==> config.mk <==
export PLATFORM = sky130hd
export DESIGN_NAME = d2p_axis
export DESIGN_NICKNAME = d
export VERILOG_FILES = /design/src/hdl/depth_to_point_backprojection_top_macros.svh /design/src/hdl/d2p_pkg.sv /design/src/hdl/d2p_axis.sv
export SDC_FILE = /design/constraint.sdc
export NUM_CORES = 2
export LEC_CHECK = 0
export BUFFER_PORTS_ARGS = -buffer_cell sky130_fd_sc_hd__buf_4
export CORE_ASPECT_RATIO = 1.2
export CORE_MARGIN = 1.5
export CORE_UTILIZATION = 55
export CTS_BUF_LIST = sky130_fd_sc_hd__clkbuf_8 sky130_fd_sc_hd__clkbuf_16
export CTS_CLUSTER_DIAMETER = 40
export DETAILED_ROUTE_END_ITERATION = 6
export PLACE_DENSITY = 0.71
export SLEW_MARGIN = 0
export SYNTH_ARGS = -nofsm -noshare
export SYNTH_HDL_FRONTEND = slang
export SYNTH_SLANG_ARGS = --single-unit
==> constraint.sdc <==
create_clock -name clk -period 8.2 [get_ports clk]
set_input_delay 0.41 -clock clk [delete_from_list [all_inputs] [get_ports clk]]
set_output_delay 0.41 -clock clk [all_outputs]
set_load 0.01 [all_outputs]
==> src/hdl/depth_to_point_backprojection_top_macros.svh <==
// Assertion macros for the depth-to-point back-projection block.
// Used by the top level only; no other dependencies.
`ifndef DEPTH_TO_POINT_BACKPROJECTION_TOP_MACROS_SVH
`define DEPTH_TO_POINT_BACKPROJECTION_TOP_MACROS_SVH

// Same-cycle implication, disabled during reset.
`define D2P_ASSERT_IMPLY(label, ante, cons) \
    label: assert property (@(posedge clk) disable iff (!rst_n) (ante) |-> (cons)) \
        else $error("d2p: implication check failed");

// Fixed-delay implication, disabled during reset.
`define D2P_ASSERT_DELAY(label, ante, dly, cons) \
    label: assert property (@(posedge clk) disable iff (!rst_n) (ante) |-> ##dly (cons)) \
        else $error("d2p: delayed check failed");

`endif

==> src/hdl/d2p_pkg.sv <==
// Shared sizes, constants and types of the depth-to-point back-projection block.
// No dependencies; imported by d2p_axis, the top level and the testbench.
package d2p_pkg;

    // Input field sizes.
    localparam int COORD_BITS = 12;
    localparam int DEPTH_BITS = 16;

    // Fixed register and result widths.
    localparam int INV_W   = 24;
    localparam int CTR_W   = 16;
    localparam int Z_W     = 32;
    localparam int PT_W    = 48;
    localparam int CFG_W   = 32;
    localparam int IDX_W   = 3;
    localparam int FRAC_W  = 16;

    // Pipeline length from accepted item to result strobe.
    localparam int PIPE_DEPTH = 6;

    // Millimeter scaling: z = floor((raw*8192 + 62) / 125), via a reciprocal.
    localparam int MM_SHIFT   = 13;
    localparam int MM_BIAS    = 62;
    localparam int MM_DIV     = 125;
    localparam int RECIP_SH   = 36;
    localparam int RECIP_W    = 30;
    localparam longint MM_RECIP = (64'd1 << RECIP_SH) / MM_DIV;
    localparam int M_W  = DEPTH_BITS + MM_SHIFT;
    localparam int QP_W = M_W + RECIP_W;
    localparam int Q_W  = QP_W - RECIP_SH;
    localparam int QK_W = M_W + 1;

    // Axis datapath widths.
    localparam int PIX4_W = COORD_BITS + 4;
    localparam int MAG_W  = (PIX4_W > CTR_W) ? PIX4_W : CTR_W;
    localparam int OFF_W  = MAG_W + 1;
    localparam int PM_W   = MAG_W + INV_W;
    localparam int PH_W   = PM_W + FRAC_W;
    localparam int S_W    = PH_W + FRAC_W + 1;
    localparam int RND_SH = 28;
    localparam int R_W    = S_W - RND_SH;
    localparam int RX_W   = (R_W > PT_W + 1) ? R_W : PT_W + 1;

    // Register indexes of the configuration port.
    localparam logic [IDX_W-1:0] REG_INV_FOCAL_X     = 3'd0;
    localparam logic [IDX_W-1:0] REG_INV_FOCAL_Y     = 3'd1;
    localparam logic [IDX_W-1:0] REG_CENTER_X        = 3'd2;
    localparam logic [IDX_W-1:0] REG_CENTER_Y        = 3'd3;
    localparam logic [IDX_W-1:0] REG_MILLIMETER_MODE = 3'd4;
    localparam logic [IDX_W-1:0] REG_MAX_DISTANCE    = 3'd5;

    // Register reset values.
    localparam logic [INV_W-1:0] RST_INV_FOCAL = 24'd33554;
    localparam logic [CTR_W-1:0] RST_CENTER_X  = 16'd5120;
    localparam logic [CTR_W-1:0] RST_CENTER_Y  = 16'd3200;
    localparam logic [Z_W-1:0]   RST_MAX_DIST  = 32'hFFFF_FFFF;

    // Intrinsics of one axis.
    typedef struct packed {
        logic [INV_W-1:0] inv;
        logic [CTR_W-1:0] center;
    } d2p_axis_cfg_t;

endpackage

==> src/hdl/d2p_axis.sv <==
// One axis of the pinhole back-projection: (pix.4 - center) * inv * z, rounded and saturated.
// Depends on d2p_pkg; instantiated twice by the top level.
module d2p_axis
    import d2p_pkg::*;
(
    input  logic                    clk,
    input  logic [COORD_BITS-1:0]   pix,
    input  d2p_axis_cfg_t           cfg,
    input  logic [Z_W-1:0]          z,
    output logic signed [PT_W-1:0]  coord
);

    logic [OFF_W-1:0]  off;
    logic [MAG_W-1:0]  mag_next;
    logic [MAG_W-1:0]  mag_reg;
    logic              neg_a2_reg;
    logic [PM_W-1:0]   pm_reg;
    logic              neg_a3_reg;
    logic [PH_W-1:0]   ph_reg;
    logic [PH_W-1:0]   pl_reg;
    logic              neg_a4_reg;
    logic [S_W-1:0]    sum;
    logic [R_W-1:0]    r_reg;
    logic              neg_a5_reg;
    logic [RX_W-1:0]   rx;
    logic [RX_W-1:0]   sat;
    logic [PT_W-1:0]   coord_next;
    logic [PT_W-1:0]   coord_reg;

    localparam logic [RX_W-1:0] NEG_LIM = RX_W'(1) << (PT_W - 1);
    localparam logic [RX_W-1:0] POS_LIM = NEG_LIM - RX_W'(1);

    // Signed offset of the pixel from the principal point, split into sign and magnitude.
    always_comb
    begin
        off = OFF_W'({pix, 4'b0000}) - OFF_W'(cfg.center);
        if (off[OFF_W-1])
        begin
            mag_next = MAG_W'(~off + OFF_W'(1));
        end
        else
        begin
            mag_next = off[MAG_W-1:0];
        end
    end

    // Rounding sum: the full product plus one half at the Q.16 point.
    assign sum = (S_W'(ph_reg) << FRAC_W) + S_W'(pl_reg) + (S_W'(1) << (RND_SH - 1));

    // Saturate the magnitude and apply the sign.
    always_comb
    begin
        rx = RX_W'(r_reg);
        if (neg_a5_reg)
        begin
            sat = (rx > NEG_LIM) ? NEG_LIM : rx;
            coord_next = PT_W'(~sat + RX_W'(1));
        end
        else
        begin
            sat = (rx > POS_LIM) ? POS_LIM : rx;
            coord_next = sat[PT_W-1:0];
        end
    end

    // Datapath registers: offset, reciprocal product, partial products, rounded sum, result.
    always_ff @(posedge clk)
    begin
        mag_reg    <= mag_next;
        neg_a2_reg <= off[OFF_W-1];
        pm_reg     <= PM_W'(mag_reg) * PM_W'(cfg.inv);
        neg_a3_reg <= neg_a2_reg;
        ph_reg     <= PH_W'(pm_reg) * PH_W'(z[Z_W-1:FRAC_W]);
        pl_reg     <= PH_W'(pm_reg) * PH_W'(z[FRAC_W-1:0]);
        neg_a4_reg <= neg_a3_reg;
        r_reg      <= sum[S_W-1:RND_SH];
        neg_a5_reg <= neg_a4_reg;
        coord_reg  <= coord_next;
    end

    assign coord = coord_reg;

endmodule

# Yosys cells after proc, flatten, opt, wreduce, memory -nomap -nowiden
# Cells that the tools add are included.
[word_totals] rom_bits=0 input_bits=85 elab_cells=23 out_inout_bits=48 ff_bits=265 ramBits=0 latch_bits=0 mem_count=0
[classes] bitwise=2 n_shift=0 n_lt_le_gt_ge=0 n_eq_ne=0 reduce_logical=0 addsub=5 div_mod_pow=0 muxes=2 n_mul=3
[op_table] cell="40-bit by 16-bit multiplier with 56-bit output" n=2
[op_table] cell="72-bit by 56-bit adder with 73-bit output" n=1
[op_table] cell="73-bit by 28-bit adder with 73-bit output (second input constant)" n=1
[op_table] cell="48-bit by 1-bit adder with 48-bit output (second input constant)" n=1
[op_table] cell="45-bit NOT with 48-bit output" n=1
[op_table] cell="45-bit two-way mux" n=1
[op_table] cell="16-bit by 24-bit multiplier with 40-bit output" n=1
[op_table] cell="16-bit by 16-bit subtractor with 17-bit output" n=1
[op_table] cell="16-bit by 1-bit adder with 16-bit output (second input constant)" n=1
[op_table] cell="16-bit two-way mux" n=1
[op_table] cell="16-bit NOT" n=1

# Logic depth before layout (Yosys ltp)
[depth] ltp_word=4 mapped_depth=25 mapped_depth_nobuf=23

# Worst setup path after synthesis
# No wires, ideal clock.
[synth_timing] path_kind="input port to flip-flop" startpoint="input z[23]" endpoint="register ph_reg[46]" slack_ns=1.792 cell_stages=21 arrival_time_ns=6.262 setup_time_ns=0.146 required_time_ns=8.054 cell_sequence="clkbuf_1 nand2_1 fa_1 inv_1 fa_1 inv_1 fa_1 inv_1 fa_1 fa_1 inv_1 fa_1 inv_1 ha_1 nand4_1 or4_1 o311a_1 a2111oi_2 o211ai_1 a21boi_0 o311ai_0"
[synth_between] elab_chain_cells=1
[synth_lines] element="start: declaration" line="d2p_axis.sv:9" rtl="input logic [Z_W-1:0] z,"
[synth_lines] element="40-bit by 16-bit multiplier with 56-bit output" line="d2p_axis.sv:73" rtl="ph_reg <= PH_W'(pm_reg) * PH_W'(z[Z_W-1:FRAC_W]);"
[synth_lines] element="end signal: assignment" line="d2p_axis.sv:73"
[synth_lines] element="end: declaration" line="d2p_axis.sv:19" rtl="logic [PH_W-1:0] ph_reg;"
# Every way passes these cells.
# A chain may end at the register's enable or synchronous reset.

# Worst setup path in the final report
[layout_timing] startpoint="register pm_reg[8]" endpoint="register ph_reg[46]"
[layout_between] elab_chain_cells=1
[layout_lines] element="start: declaration" line="d2p_axis.sv:17" rtl="logic [PM_W-1:0] pm_reg;"
[layout_lines] element="start signal: assignment" line="d2p_axis.sv:71" rtl="pm_reg <= PM_W'(mag_reg) * PM_W'(cfg.inv);"
[layout_lines] element="40-bit by 16-bit multiplier with 56-bit output" line="d2p_axis.sv:73"
# Every way passes these cells.

==> flow_summary.ini <==
[drt]
drt.antenna.violating_nets = 0
first_pass_iters = 6
drc = 0
vias_per_cell = 5.56
avgRoutedWirePerCell_um = 19.2
drtIter0Drc = 2951
dr_total_vias = 46400
finalWirelength_um = 160000

[placed_design]
dp_cells = 8256
hpwl_um = 126000
port_buffers = 132
post-place-ws_ns = 0.679
gp_congestion = 0.967

[die]
die_x_um = 307
fp-row-count = 133
coreArea_sq_um = 110000
initial_core_util_pct = 55.6
io_pins = 133
die_h_um = 368
dieArea_sq_um = 113000

[synthesis]
syn_nets = 8849
synth_area_leader_cell = fa_1
synth_edf_count = 0
synthFlopType = dfxtp_1
synthTopCellsByArea = fa_1, inv_1, ha_1
synth_warnings = 0
synth_cells = 6942
async_flop_share_pct = 0
synth.top_cell.area_share_pct = 44.8
syn_avg_cell_area_sq_um = 8.79
synth_area_sq_um = 61000
synthDistinctLibCells = 78
synth_seq_area_share_pct = 8.17
yosys_register_bits = 249

[clock_tree]
path_clk_slew_ns = 0.06
root_buffer = clkbuf_16
cts.htree.levels = 2
numCtsBuffers = 48
holdBufCountCts = 2
cts.sinks = 249
clock_tree.buffer_depth = 3
cts_resized = 0
cts_tree = yes
postCtsSetupBuffers = 0
insertion_delay_ns = 0.65

[sta]
min_period_ns = 7.50
layout_setup_ws_ns = 0.699
finalClockSkew_ns = 0.0485
relSlewSlack_pct = 15.8
finalMaxSlewViolations = 0
rsz0062_at_grt = no
tns_ns = 0
maxClockFrequency_mhz = 133
finalHoldViolCount = 0
worstMarginPinSlew_ns = 1.23
setup_viol = 0
fin_crit_sh_pct = 91.5

[outcome]
outcome = finished clean

[final_layout]
drive_above_1_share_pct = 5.11
final_common_cell = inv_1
largest_reg_flops = 56
nNetsFinal = 8798
final_cell_mix = inv_1, fa_1, nand2_1
area_growth_pct = 6.58
fin_cells = 8348

[critical_path]
critPathKind = flop to flop
cp-end-kind = flop
cp.required_ns = 8.70
crit_fanout = 16
cp.arrival_ns = 8.00
cp-start-kind = flop

[grt]
antenna_found_initial = 5
grt_pass1_wl_um = 263000
overflow = 0
grt_max_degree = 49
grt_pass1_vias = 51100
track_usage_pct = 29.7

[flow_run]
cap_viol_max_count = 0

[hold_path]
hold_class = input pin to flop
layer usage:
metal | global-route usage (%) | share of wire, %
met2 | 52.5 | 50
met3 | 5.56 | 8.6
met5 | 0 | 0.032
met4 | 11.9 | 4.4
met1 | 35.4 | 37
cell families (layout without fill, tap and decap cells):
| kind of cell | Yosys count | after routing | share of synthesized area (%) |
|---|---|---|---|
| XOR/XNOR | 228 | 228 | 3.27 |
| other | 0 | 2 | 0 |
| AO/OA/AOI/OAI | 558 | 558 | 6.05 |
| adder cells (fa/ha/maj) | 1822 | 1822 | 54.1 |
| AND/OR/NAND/NOR | 2159 | 2159 | 16.5 |
| buffers and inverters | 1924 | 1911 | 11.8 |
| multiplexers | 2 | 2 | 0.0348 |
| flip-flops | 249 | 249 | 8.17 |
metrics by stage:
step / util [%] / hold slack [ns] / instance area [sq um]
after global routing: 59.2 / 0.176 / 65100
after CTS: 59.2 / 0.138 / 65100
after floorplan: - / 0.310 / 61000
after detailed placement: 57.6 / 0.312 / 63300
final: 59.2 / 0.169 / 65100
after global placement: 57.6 / 0.311 / 63300
critical path: stages (launching register included):
cell and delay [ns]:
dfxtp_1 0.83, buf_4 0.30, and2_1 0.16, fa_1 0.42
inv_1 0.08, fa_1 0.43, fa_1 0.51, inv_1 0.05
fa_1 0.48, fa_1 0.49, inv_1 0.05, fa_1 0.47
inv_1 0.04, ha_1 0.40, nand4_1 0.18, or4_1 0.53
o311a_1 0.50, a2111oi_2 0.65, o211ai_1 0.29, a21boi_0 0.31
o311ai_0 0.17
area by class of cell:
type / instances / area, sq um
repair buffers: 228 / 1730
diodes: 2 / 5.00
inverters: 1595 / 5990
fillers: 9616 / 44800
clock inverters: 37 / 499
well taps: 1417 / 1770
flip-flops and latches: 249 / 4990
multi-input cells: 4769 / 48800
clock buffers: 51 / 1240
cells in the mapped netlist, types with 46 or more instances:
| cell | instances |
|---|---|
| a21o_1 | 85 |
| a21oi_1 | 165 |
| and2_1 | 542 |
| clkbuf_1 | 326 |
| dfxtp_1 | 249 |
| fa_1 | 1365 |
| ha_1 | 457 |
| inv_1 | 1594 |
| nand2_1 | 1252 |
| nand3_1 | 51 |
| nor2_1 | 107 |
| nor3_1 | 46 |
| o21ai_0 | 86 |
| xnor2_1 | 159 |
| xor2_1 | 69 |
path summary, 6_finish.rpt:
check             start    endpoint  slack [ns]  cells after the start
max           pm_reg[8]  ph_reg[46]        0.70                     20
min              pix[0]  mag_reg[4]        0.17                      3
max reg2reg   pm_reg[8]  ph_reg[46]        0.70                     20
min reg2reg  neg_a4_reg  neg_a5_reg        0.32                      0
Power is left out: the tool's default activity adds up to more than one toggle a clock period on the data nets, which glitch-free logic cannot reach.
